### src/rtl/core/csfr_pkg.sv
// Shared constants and types for the frame receiver.
`default_nettype none
package csfr_pkg;

    localparam int PAYLOAD_DEPTH = 64;
    localparam int STORE_DEPTH   = PAYLOAD_DEPTH + 1;
    localparam int ADDR_W        = $clog2(STORE_DEPTH);
    localparam int COUNT_W       = $clog2(STORE_DEPTH + 1);
    localparam int IDX_W         = (PAYLOAD_DEPTH > 1) ? $clog2(PAYLOAD_DEPTH) : 1;

    localparam logic [7:0] BYTE_EXT_START = 8'hF0;
    localparam logic [7:0] BYTE_STD_START = 8'hF1;
    localparam logic [7:0] BYTE_END       = 8'hF2;
    localparam logic [7:0] BYTE_ESCAPE    = 8'hF3;
    localparam logic [7:0] ESC_MAX        = 8'h03;

    // store write port
    typedef struct packed {
        logic              en;
        logic [ADDR_W-1:0] addr;
        logic [7:0]        data;
    } wr_port_t;

    // frame closed and passed all checks
    typedef struct packed {
        logic               valid;
        logic [COUNT_W-1:0] plen;
    } frame_done_t;

endpackage
`default_nettype wire

### src/rtl/core/csfr_store.sv
// Frame store: one write port, one registered read port.
`default_nettype none
module csfr_store (
    input  wire logic                      aclk,
    input  wire csfr_pkg::wr_port_t        wr,
    input  wire logic                      rd_en,
    input  wire logic [csfr_pkg::ADDR_W-1:0] rd_addr,
    output logic [7:0]                     rd_data
);

    logic [7:0] mem [csfr_pkg::STORE_DEPTH];

    // write decoded bytes
    always_ff @(posedge aclk) begin
        if (wr.en) begin
            mem[wr.addr] <= wr.data;
        end
    end

    // registered read; data holds while idle
    always_ff @(posedge aclk) begin
        if (rd_en) begin
            rd_data <= mem[rd_addr];
        end
    end

endmodule
`default_nettype wire

### src/rtl/core/csfr_deframer.sv
// Start hunting, escape removal, checksum and length tracking.
`default_nettype none
module csfr_deframer (
    input  wire logic                 aclk,
    input  wire logic                 aresetn,
    input  wire logic                 byte_valid,
    input  wire logic [7:0]           byte_in,
    output csfr_pkg::wr_port_t        wr,
    output csfr_pkg::frame_done_t     done
);

    logic                          in_frame_reg, in_frame_next;
    logic                          esc_reg, esc_next;
    logic                          bad_reg, bad_next;
    logic [7:0]                    xor_reg, xor_next;
    logic [csfr_pkg::COUNT_W-1:0]  count_reg, count_next;
    logic                          store_req;
    logic [7:0]                    store_val;

    // decode one accepted item
    always_comb begin
        in_frame_next = in_frame_reg;
        esc_next      = esc_reg;
        bad_next      = bad_reg;
        xor_next      = xor_reg;
        count_next    = count_reg;
        store_req     = 1'b0;
        store_val     = byte_in;
        done.valid    = 1'b0;
        done.plen     = count_reg - csfr_pkg::COUNT_W'(1);
        wr.en         = 1'b0;
        wr.addr       = count_reg[csfr_pkg::ADDR_W-1:0];
        wr.data       = byte_in;

        if (byte_valid) begin
            if (!in_frame_reg) begin
                if (byte_in inside {csfr_pkg::BYTE_EXT_START, csfr_pkg::BYTE_STD_START}) begin
                    in_frame_next = 1'b1;
                    esc_next      = 1'b0;
                    bad_next      = 1'b0;
                    xor_next      = 8'h00;
                    count_next    = '0;
                end
            end else if (byte_in == csfr_pkg::BYTE_END) begin
                done.valid    = !bad_reg && !esc_reg && (count_reg != '0) && (xor_reg == 8'h00);
                in_frame_next = 1'b0;
                esc_next      = 1'b0;
                bad_next      = 1'b0;
                xor_next      = 8'h00;
                count_next    = '0;
            end else if (bad_reg) begin
                // ignore until end byte
            end else if (esc_reg) begin
                esc_next = 1'b0;
                if (byte_in > csfr_pkg::ESC_MAX) begin
                    bad_next = 1'b1;
                end else begin
                    store_req = 1'b1;
                    store_val = csfr_pkg::BYTE_EXT_START | byte_in;
                end
            end else if (byte_in == csfr_pkg::BYTE_ESCAPE) begin
                esc_next = 1'b1;
            end else begin
                store_req = 1'b1;
            end
        end

        // store decoded byte or flag overflow
        if (store_req) begin
            if (count_reg >= csfr_pkg::COUNT_W'(csfr_pkg::STORE_DEPTH)) begin
                bad_next = 1'b1;
            end else begin
                wr.en      = 1'b1;
                wr.data    = store_val;
                count_next = count_reg + csfr_pkg::COUNT_W'(1);
                xor_next   = xor_reg ^ store_val;
            end
        end
    end

    always_ff @(posedge aclk) begin
        if (!aresetn) begin
            in_frame_reg <= 1'b0;
            esc_reg      <= 1'b0;
            bad_reg      <= 1'b0;
            xor_reg      <= 8'h00;
            count_reg    <= '0;
        end else begin
            in_frame_reg <= in_frame_next;
            esc_reg      <= esc_next;
            bad_reg      <= bad_next;
            xor_reg      <= xor_next;
            count_reg    <= count_next;
        end
    end

endmodule
`default_nettype wire

### src/rtl/core/csafe_frame_receiver.sv
// Frame receiver top level: deframer, frame store and payload emitter.
// Input: one line byte per cycle while no payload is being sent; a byte
// that closes an accepted frame takes the block out of input for the burst.
// Output: after that end byte the emitter reads each payload item from the
// store, then holds it until taken (states READ, SHOW); an empty payload
// item is valid in the cycle after that byte. Reset (aresetn low, sync) returns to hunting.
`default_nettype none
module csafe_frame_receiver (
    input  wire logic       aclk,
    input  wire logic       aresetn,
    input  wire logic       s_tvalid,
    output logic            s_tready,
    input  wire logic [7:0] s_tdata,   // [7:0] rx_byte
    output logic            m_tvalid,
    input  wire logic       m_tready,
    output logic [7:0]      m_tdata,   // [7:0] payload_byte
    output logic            m_tlast,   // last_of_frame
    output logic            m_tuser    // [0] empty_payload
);

    typedef enum logic [3:0] {
        ST_IDLE  = 4'b0001,
        ST_READ  = 4'b0010,
        ST_SHOW  = 4'b0100,
        ST_EMPTY = 4'b1000
    } emit_state_t;

    emit_state_t                    state_reg, state_next;
    logic [csfr_pkg::IDX_W-1:0]     idx_reg, idx_next;
    logic [csfr_pkg::COUNT_W-1:0]   plen_reg, plen_next;
    csfr_pkg::wr_port_t             wr;
    csfr_pkg::frame_done_t          done;
    logic                           rd_en;
    logic [7:0]                     rd_data;
    logic                           at_last;

    assign s_tready = (state_reg == ST_IDLE);

    csfr_deframer u_deframer (
        .aclk       (aclk),
        .aresetn    (aresetn),
        .byte_valid (s_tvalid && s_tready),
        .byte_in    (s_tdata),
        .wr         (wr),
        .done       (done)
    );

    csfr_store u_store (
        .aclk    (aclk),
        .wr      (wr),
        .rd_en   (rd_en),
        .rd_addr (csfr_pkg::ADDR_W'(idx_reg)),
        .rd_data (rd_data)
    );

    assign at_last = (csfr_pkg::COUNT_W'(idx_reg) + csfr_pkg::COUNT_W'(1)) == plen_reg;

    // sequence the payload burst
    always_comb begin
        state_next = state_reg;
        idx_next   = idx_reg;
        plen_next  = plen_reg;
        rd_en      = 1'b0;
        m_tvalid   = 1'b0;
        m_tdata    = rd_data;
        m_tlast    = 1'b0;
        m_tuser    = 1'b0;
        case (state_reg)
            ST_IDLE: begin
                if (done.valid) begin
                    idx_next  = '0;
                    plen_next = done.plen;
                    state_next = (done.plen == '0) ? ST_EMPTY : ST_READ;
                end
            end
            ST_READ: begin
                rd_en      = 1'b1;
                state_next = ST_SHOW;
            end
            ST_SHOW: begin
                m_tvalid = 1'b1;
                m_tlast  = at_last;
                if (m_tready) begin
                    if (at_last) begin
                        state_next = ST_IDLE;
                    end else begin
                        idx_next   = idx_reg + csfr_pkg::IDX_W'(1);
                        state_next = ST_READ;
                    end
                end
            end
            ST_EMPTY: begin
                m_tvalid = 1'b1;
                m_tdata  = 8'h00;
                m_tlast  = 1'b1;
                m_tuser  = 1'b1;
                if (m_tready) begin
                    state_next = ST_IDLE;
                end
            end
            default: begin
                state_next = ST_IDLE;
            end
        endcase
    end

    always_ff @(posedge aclk) begin
        if (!aresetn) begin
            state_reg <= ST_IDLE;
        end else begin
            state_reg <= state_next;
        end
    end

    // burst position and length
    always_ff @(posedge aclk) begin
        idx_reg  <= idx_next;
        plen_reg <= plen_next;
    end

endmodule
`default_nettype wire

### config.mk
export PLATFORM = sky130hd
export DESIGN_NAME = csafe_frame_receiver
export DESIGN_NICKNAME = d
export VERILOG_FILES = /design/src/rtl/core/csfr_pkg.sv /design/src/rtl/core/csfr_store.sv /design/src/rtl/core/csfr_deframer.sv /design/src/rtl/core/csafe_frame_receiver.sv
export SDC_FILE = /design/constraint.sdc
export NUM_CORES = 1
export LEC_CHECK = 0
export ABC_CLOCK_PERIOD_IN_PS = 3400
export BUFFER_PORTS_ARGS = -buffer_cell sky130_fd_sc_hd__buf_2
export CAP_MARGIN = 20
export CORE_MARGIN = 5
export CORE_UTILIZATION = 30
export CTS_BUF_LIST = sky130_fd_sc_hd__clkbuf_16
export CTS_CLUSTER_SIZE = 10
export DETAILED_ROUTE_END_ITERATION = 10
export PLACE_DENSITY = 0.44
export REMOVE_ABC_BUFFERS = 1
export SYNTH_ARGS = -nofsm -noshare
export SYNTH_HDL_FRONTEND = slang
export SYNTH_SLANG_ARGS = --single-unit
export TNS_END_PERCENT = 50
### constraint.sdc
create_clock -name aclk -period 3.4 [get_ports aclk]
set_input_delay 0.34 -clock aclk [delete_from_list [all_inputs] [get_ports aclk]]
set_output_delay 0.34 -clock aclk [all_outputs]
set_load 0.01 [all_outputs]
======== After elaboration in Yosys (flattened, before gate mapping) ========
Memories as Yosys holds them, arrays and structs flattened. A register that Yosys moved wholly into a read port is not among the register bits.
Index checks and enable logic that the tools add are counted.
storage, ports and cells
  register bits after elaboration ......... 35
  latch bits .............................. 0
  memory bits (writable) .................. 520
  bits in read-only memories .............. 0
  memories ................................ 1
cells by class
  $add $sub $neg .......................... 4
  multiply operators ...................... 0
  div/mod/pow operators ................... 0
  magnitude comparators ................... 2
  equal/unequal tests ..................... 14
  shifts and indexed selects .............. 0
  multiplexer cells ....................... 67
  bitwise logic cells ..................... 1
  reductions and logical operators ........ 17
memory list
  name         words  width  read ports  clocked after Yosys merged registers in  write ports  line              source
  u_store.mem  65     8      1           1                                        1            csfr_store.sv:11  logic [7:0] mem [csfr_pkg::STORE_DEPTH];
operators with widths
  cell                   count
  $mux W8                15
  $mux W7                6
  $mux W1                35
  $eq A8 B8 Y1 const B   4
  $mux W6                3
  $mux W4                4
  $pmux W4 S4            1
  $pmux W6 S2            1
  $gt A8 B2 Y1 const B   1
  $logic_not A8 Y1       1
  $xor A8 B8 Y8          1
  $add A6 B1 Y7 const B  1
  $add A7 B1 Y7 const B  1
  $eq A7 B7 Y1           1
  $ge A7 B7 Y1 const B   1
  $logic_not A7 Y1       1
  $reduce_bool A7 Y1     1
  $sub A7 B1 Y7 const B  1
  $add A6 B1 Y6 const B  1
  $ne A2 B2 Y1 const B   3
  $reduce_and A3 Y1      2
  $reduce_bool A2 Y1     3
  $eq A4 B1 Y1 const B   1
  $eq A4 B2 Y1 const B   1
  11 further kinds       15

======== Logic depth before layout (Yosys ltp) ========
Gate-level depths: netlist (run 1).
  depth after elaboration ................. 10
  mapped depth ............................ 9

======== Modules after synthesis ========
Synthesis (run 1) repeated with hierarchy kept, for this count alone.
unflattened totals
  cell total of the unflattened synthesis .. 1,199
  area, all modules ....................... 22,756.8 µm²
modules (own cells, without submodules)
  module                times used  cells each  area an instance (µm²)
  csfr_store            1           944         20,519.7
  csfr_deframer         1           164         1,267.5
  csafe_frame_receiver  1           91          969.7

======== Worst setup path before layout (run 1) ========
Ideal clock, no wire load.
  path type ............................... register to register
  start ................................... register u_deframer.count_reg[1] in the netlist's numbering
  end ..................................... memory u_store.mem[0][4] (data pin)
  library setup time ...................... 376 ps
  data arrival time ....................... 2,729 ps
  setup slack ............................. 295 ps
  cell stages (with the launch flop) ...... 7
  cells stage by stage .................... dfxtp_1 inv_1 ha_1 or4_1 o21ai_1 o2111ai_1 nand2b_1
RTL lines
  element                   line                 source
  start: declaration        csfr_deframer.sv:16  logic [csfr_pkg::COUNT_W-1:0] count_reg, count_next;
  start signal: assignment  csfr_deframer.sv:93  count_reg <= count_next;
  end: declaration          csfr_store.sv:11

======== Worst setup path after layout (run 1) ========
  start ................................... register u_deframer.count_reg[1] in the netlist's numbering
  end ..................................... memory u_store.mem[32][6], enable pin
between the ends
  longest elaborated chain between the ends .. 5
RTL lines
  element                        line                 source
  $ge A7 B7 Y1                   csfr_deframer.sv:70  if (count_reg >= csfr_pkg::COUNT_W'(csfr_pkg::STORE_DEPTH)) begin
  $mux W1                        csfr_deframer.sv:70
  $mux W1                        csfr_deframer.sv:69  if (store_req) begin
  $mux W1                        csfr_store.sv:15     if (wr.en) begin
  $mux W1 (implied by the code)  csfr_store.sv:16     mem[wr.addr] <= wr.data;
Parallel ways exist; a longest one is shown, timed or not.

==> results of run 1 <==
[layer usage]
metal  track usage  vias to the layer above  share of wire
met5             0                        -              0
met4        0.0391                        0          0.019
met3        0.0240                       69          0.038
met2         0.235                      223           0.50
met1         0.188                     6066           0.45
li1              -                     5198              -
[cells by family (layout without fill, tap and decap cells)]
family          Yosys count  in the layout
xor+xnor                 17             17
fa+ha+maj                 4              4
flops                   555            555
simple gates            244            244
mux                     161            161
buf+inv                  80            233
compound gates          149            149
[through the flow]
step	util	power (W)	hold WS (ps)	instance area (um2)	cells
floorplan	-	0.00766	439	22100	1143
global placement	0.329	0.00779	467	24400	2245
detailed placement	0.329	0.00779	478	24400	2245
CTS	0.353	0.0140	57.4	26200	2332
global route	0.353	0.0143	89.5	26200	2332
finish	0.353	0.0138	92.0	26200	2332
[final timing paths]
| check | to | slack, ps |
|---|---|---|
| worst max-delay path | u_store.mem[32][6]$_DFFE_PP_ | 210 |
| worst min-delay path | u_deframer.in_frame_reg$_SDFFE_PN0P_ | 90 |
| worst max register to register | u_store.mem[32][6]$_DFFE_PP_ | 210 |
| worst min register to register | u_deframer.xor_reg[6]$_SDFF_PN0_ | 490 |
[layout make-up]
cell class,instances,area [um2]
multi-input cells,575,5610
clock inverters,17,78.8
well taps,969,1210
fillers,6940,48000
flip-flops and latches,555,16400
inverters,13,48.8
repair buffers,134,1090
clock buffers,69,1730
[cells in the mapped netlist (14+ instances only)]
cell	instances	area, um2
edfxtp_1	533	16000
nor2b_1	25	156
or4_1	14	105
nand2_1	35	131
a21oi_1	37	185
mux2i_1	41	410
mux4_2	120	2700
buf_2	19	95.1
buf_1	17	63.8
a22oi_1	16	120
clkbuf_1	30	113
nor2_1	90	338
dfxtp_1	22	440
a211oi_1	30	225
[placed cells by master (no fill, tap or decap), drive strengths merged, types with 5 or more instances in the layout]
cell    Yosys  routed
a211oi     30      30
o31ai      10      10
nand4       6       6
nor2b      25      25
clkinv      0       5
dfxtp      22      22
nand2      35      35
inv        13      24
a221oi      8       8
xnor2      11      11
o21ai      13      13
nor3        7       7
or4        15      15
nand2b     12      12
and2       12      12
nor2       98      98
clkbuf     30      69
nand3      11      11
xor2        6       6
o22ai       6       6
buf        37     133
edfxtp    533     533
mux4      120     120
a22oi      16      16
mux2i      41      41
a21oi      37      37
[worst reg2reg max path: cells and delay by family (launching register included)]
| kind | cells | cell delay, ps |
|---|---|---|
| DFF | 1 | 490 |
| buffers and inverters | 3 | 540 |
| adders and majority gates | 1 | 220 |
| and+or+nand+nor | 5 | 1640 |
[what timing repair did]
| item | CTS | global route |
|---|---|---|
| resized for setup | 0 | 1 |
| hold buffers | 1 | 0 |
| hold endpoints to repair | 1 | 0 |
| endpoints found under the setup margin | 0 | 6 |
[power breakdown]
part | internal (W) | switching [W]
Clock | 0.00358 | 0.00256
Sequential | 0.00749 | 0.000000256
Combinational | 0.0000262 | 0.000134
Total | 0.0111 | 0.00269
==> metrics, run 1 <==
Layout Skew about 18 ps; vias in the first global route 12000; largest family of logic cells by synthesized area multiplexers; CP max-delay cell or3_2; worst skew pair latency just under 600 ps; Compound-Gate Fraction of Synth Area 0.0456; Die Height 283 um; drt first pass iters 4; drt total wl 56500 um; depth of the most critical reg-to-reg path 9; XOR/XNOR share of the synthesized area 0.00666; fraction of layout instances using a drive strength above 1 0.254; Slew headroom 0.379; post-route ant nets 0; setup TNS 0 ps; initial antenna violation count 1; detailed placement HPWL around 35000 um; crit path DAT about 3500 ps; final worst setup slack 213 ps; synthesized area 22400 um2; mux contribution to synthesized area 0.139; outcome finished clean; Post-CTS Setup Inserts 0; Num CTS Buffers 67; critical path startpoint u_deframer.count_reg[1]$_SDFF_PN0_; Overflow after GRT 0; die footprint 80100 um2; violation count after the first detailed-route iteration 690; Sink Count ~560; endpoints failing setup 0; Startpoint Class flip-flop; I/O pins 24; WP depth 9; via count 11600; Root Driver clkbuf_16; nets@finish 1362; WHS Path Cells 3; Die Wd 283 um; DRC 0; FF+latch count, synth 555; Tcrit/Tclk final 0.937; CP endpoint kind flip-flop; area delta synth->final 17.2%; routability cong. 0.741; crit path time final 3190 ps; drt wl/cell 24.2 um; Ys Warns 0; Fin. Hold Viols 0; Max Slew Vio Count 0; Cell variety after synth 57; routed vias/inst just under 5; max reg flops 512; first-pass GRT wire length 83500 um; CORE AREA around 74000 um2; actual slew at the worst max-slew pin 922 ps; clk buf depth 3; MaxCap Viol Count 0; crit-path leading delay family simple AND/OR/NAND/NOR gates; synthesized area per cell 18.5 um2; Seq/Total Area, Yosys 0.736; crit-path max FO 19; HP Class primary input to flip-flop; unrepaired setup endpoints after global routing no; Fmax 314 MHz; EDFF count, synth 533; critical path class flip-flop to flip-flop; largest net degree at the start of global routing 84; critical hold path startpoint s_tvalid; CP Data Required Time 3680 ps; setup slack at placement approximately 220 ps; CTS tree yes; initial core utilization 0.301; RR Startpoint u_deframer.count_reg[1]$_SDFF_PN0_; row count 100; Synth Instances between 1000 and 1500; CP Buf/Inv Count 3; simple-gate share of the synthesized area 0.0561; PwrDens 526 nW/um2; crit-path cells inv_1 > ha_1 > or4_1 > nor2_1 > nor2_1 > buf_4 > or3_2 > nor2_1 > buf_4; H-tree levels 3; asr flop ratio synth 0; Clock transition at path regs 60 ps; CP dominant cell by count nor2_1; Critical Path Max Stage Delay 710 ps; n_diodes 0; Port Buffers 23; Pleak 8.04 nW; GRT Overall Usage 0.140; post-synthesis adder-cell area fraction 0.00224; Worst VDD drop 284 uV; most common flop cell mapped by yosys edfxtp_1
No activity file was read; power rests on OpenSTA's default activity.
==> inputs of run 2 (changes only) <==
--- a/config.mk
+++ b/config.mk
@@ -13,7 +13,7 @@
 export CTS_BUF_LIST = sky130_fd_sc_hd__clkbuf_16
 export CTS_CLUSTER_SIZE = 10
 export DETAILED_ROUTE_END_ITERATION = 10
-export PLACE_DENSITY = 0.44
+export PLACE_DENSITY = 0.42
 export REMOVE_ABC_BUFFERS = 1
 export SYNTH_ARGS = -nofsm -noshare
 export SYNTH_HDL_FRONTEND = slang
==> metrics, run 2 (synthesis gave the netlist of run 1 again) <==
WP depth 8; clock network fraction of total power 0.453; Sink Count approximately 560; Fin. Hold Viols 0; H-tree levels 3; commonest non-fill, non-tap cells in the layout edfxtp_1, mux4_2, nor2_1; crit-path max FO 48; first-pass GRT wire length roughly 85000 um; HP Class primary input to flip-flop; initial core utilization 0.301; clk buf depth 3; Clock transition at path regs 60 ps; crit path DAT 3510 ps; drt total wl 57800 um; WHS Path Cells 2; Slew headroom 0.328; sw frac 0.197; depth of the most critical reg-to-reg path 8; fraction of layout instances using a drive strength above 1 0.235; Root Driver clkbuf_16; DP Area 24200 um2; Final Core Density 0.351; Tcrit/Tclk final 0.919; fill count 6953; RR Startpoint u_deframer.count_reg[1]$_SDFF_PN0_; CTS tree yes; PwrDens 536 nW/um2; combinational power share 0.011; Multi-input gate area 5600 um2; MaxCap Viol Count 0; Worst VDD drop between 300 and 400 uV; worst skew pair latency 590 ps; Port Buffers 23; critical path startpoint u_deframer.count_reg[1]$_SDFF_PN0_; Post-Layout Inst Area 26100 um2; Post-CTS Resized 0; GRT Overall Usage 0.143; nets@finish 1333; outcome finished clean; Die Height 283 um; Overflow after GRT 0; via count roughly 11000; violation count after the first detailed-route iteration 858; sequential power share 0.536; Post-CTS Setup Inserts 0; row count 100; die footprint 80100 um2; initial antenna violation count 1; largest net degree at the start of global routing 71; crit path time final 3120 ps; n_diodes 0; actual slew at the worst max-slew pin 1010 ps; post-route ant nets 0; crit-path cells inv_1 > ha_1 > or4_1 > o21ai_1 > buf_4 > o2111ai_1 > nand2b_2 > buf_12; unrepaired setup endpoints after global routing no; vias in the first global route 12300; Critical Path Max Stage Delay 530 ps; routability cong. 0.770; Layout Skew 22.1 ps; commonest non-fill, non-tap cell in the layout edfxtp_1; Die Wd 283 um; CORE AREA roughly 74000 um2; net switching power 0.00275 W; Hold WS between 80 and 90 ps; routed vias/inst 4.92; Max Slew Vio Count 0; Num CTS Buffers 67; Pleak 7.96 nW; max reg flops 512; detailed placement HPWL 36800 um; CP endpoint kind flip-flop; critical hold path startpoint aresetn; Pint between 0.01 and 0.015 W; crit-path leading delay family simple AND/OR/NAND/NOR gates; drt wl/cell 25.0 um; Startpoint Class flip-flop; CP Buf/Inv Count 3; CP Data Required Time 3790 ps; I/O pins 24; Final Power 0.0140 W; drt first pass iters 5; critical path class flip-flop to flip-flop; hold_buf cts 0; CP max-delay cell or4_1; DRC 0; area delta synth->final 16.6%; endpoints failing setup 0; FF/Latch Area 16400 um2; Fmax 320 MHz
[run 2: power groups by stage]
stage	clock network (W)	registers, W	logic (W)
floorplan	0	0.00763	0.0000353
global placement	0	0.00763	0.000168
detailed placement	0	0.00763	0.000169
CTS	0.00652	0.00749	0.000168
global route	0.00681	0.00748	0.000177
finish	0.00633	0.00749	0.000160
[run 2: metal layers]
metal | vias to the layer above | wire, um | track usage
li1 | 5135 | - | -
met1 | 5996 | 26000 | 0.193
met2 | 175 | 28800 | 0.242
met3 | 61 | 1900 | 0.0235
met4 | 0 | 1050 | 0.0386
met5 | - | 0 | 0
[run 2: path summary, 6_finish.rpt]
check,slack (ps),to
setup / recovery,280,u_store.mem[61][4]$_DFFE_PP_
hold / removal,90,state_reg[3]$_SDFFE_PN0P_
setup reg to reg,280,u_store.mem[61][4]$_DFFE_PP_
hold reg to reg,480,u_deframer.xor_reg[0]$_SDFF_PN0_
[run 2: cell type report]
cell class / count / area share
Sequential cell: 555 / 0.631
Multi-Input combinational cell: 575 / 0.215
Clock buffer: 70 / 0.0672
Tap cell: 969 / 0.0465
Timing Repair Buffer: 105 / 0.0333
Clock inverter: 25 / 0.00514
Inverter: 13 / 0.00187
[run 2: metrics by stage]
step                worst slack, ps  instances  TNS, ps
floorplan                     -3420       1143  -379930
global placement                189       2217        0
detailed placement              166       2217        0
CTS                             138       2312        0
global route                   9.25       2312        0
finish                          277       2312        0
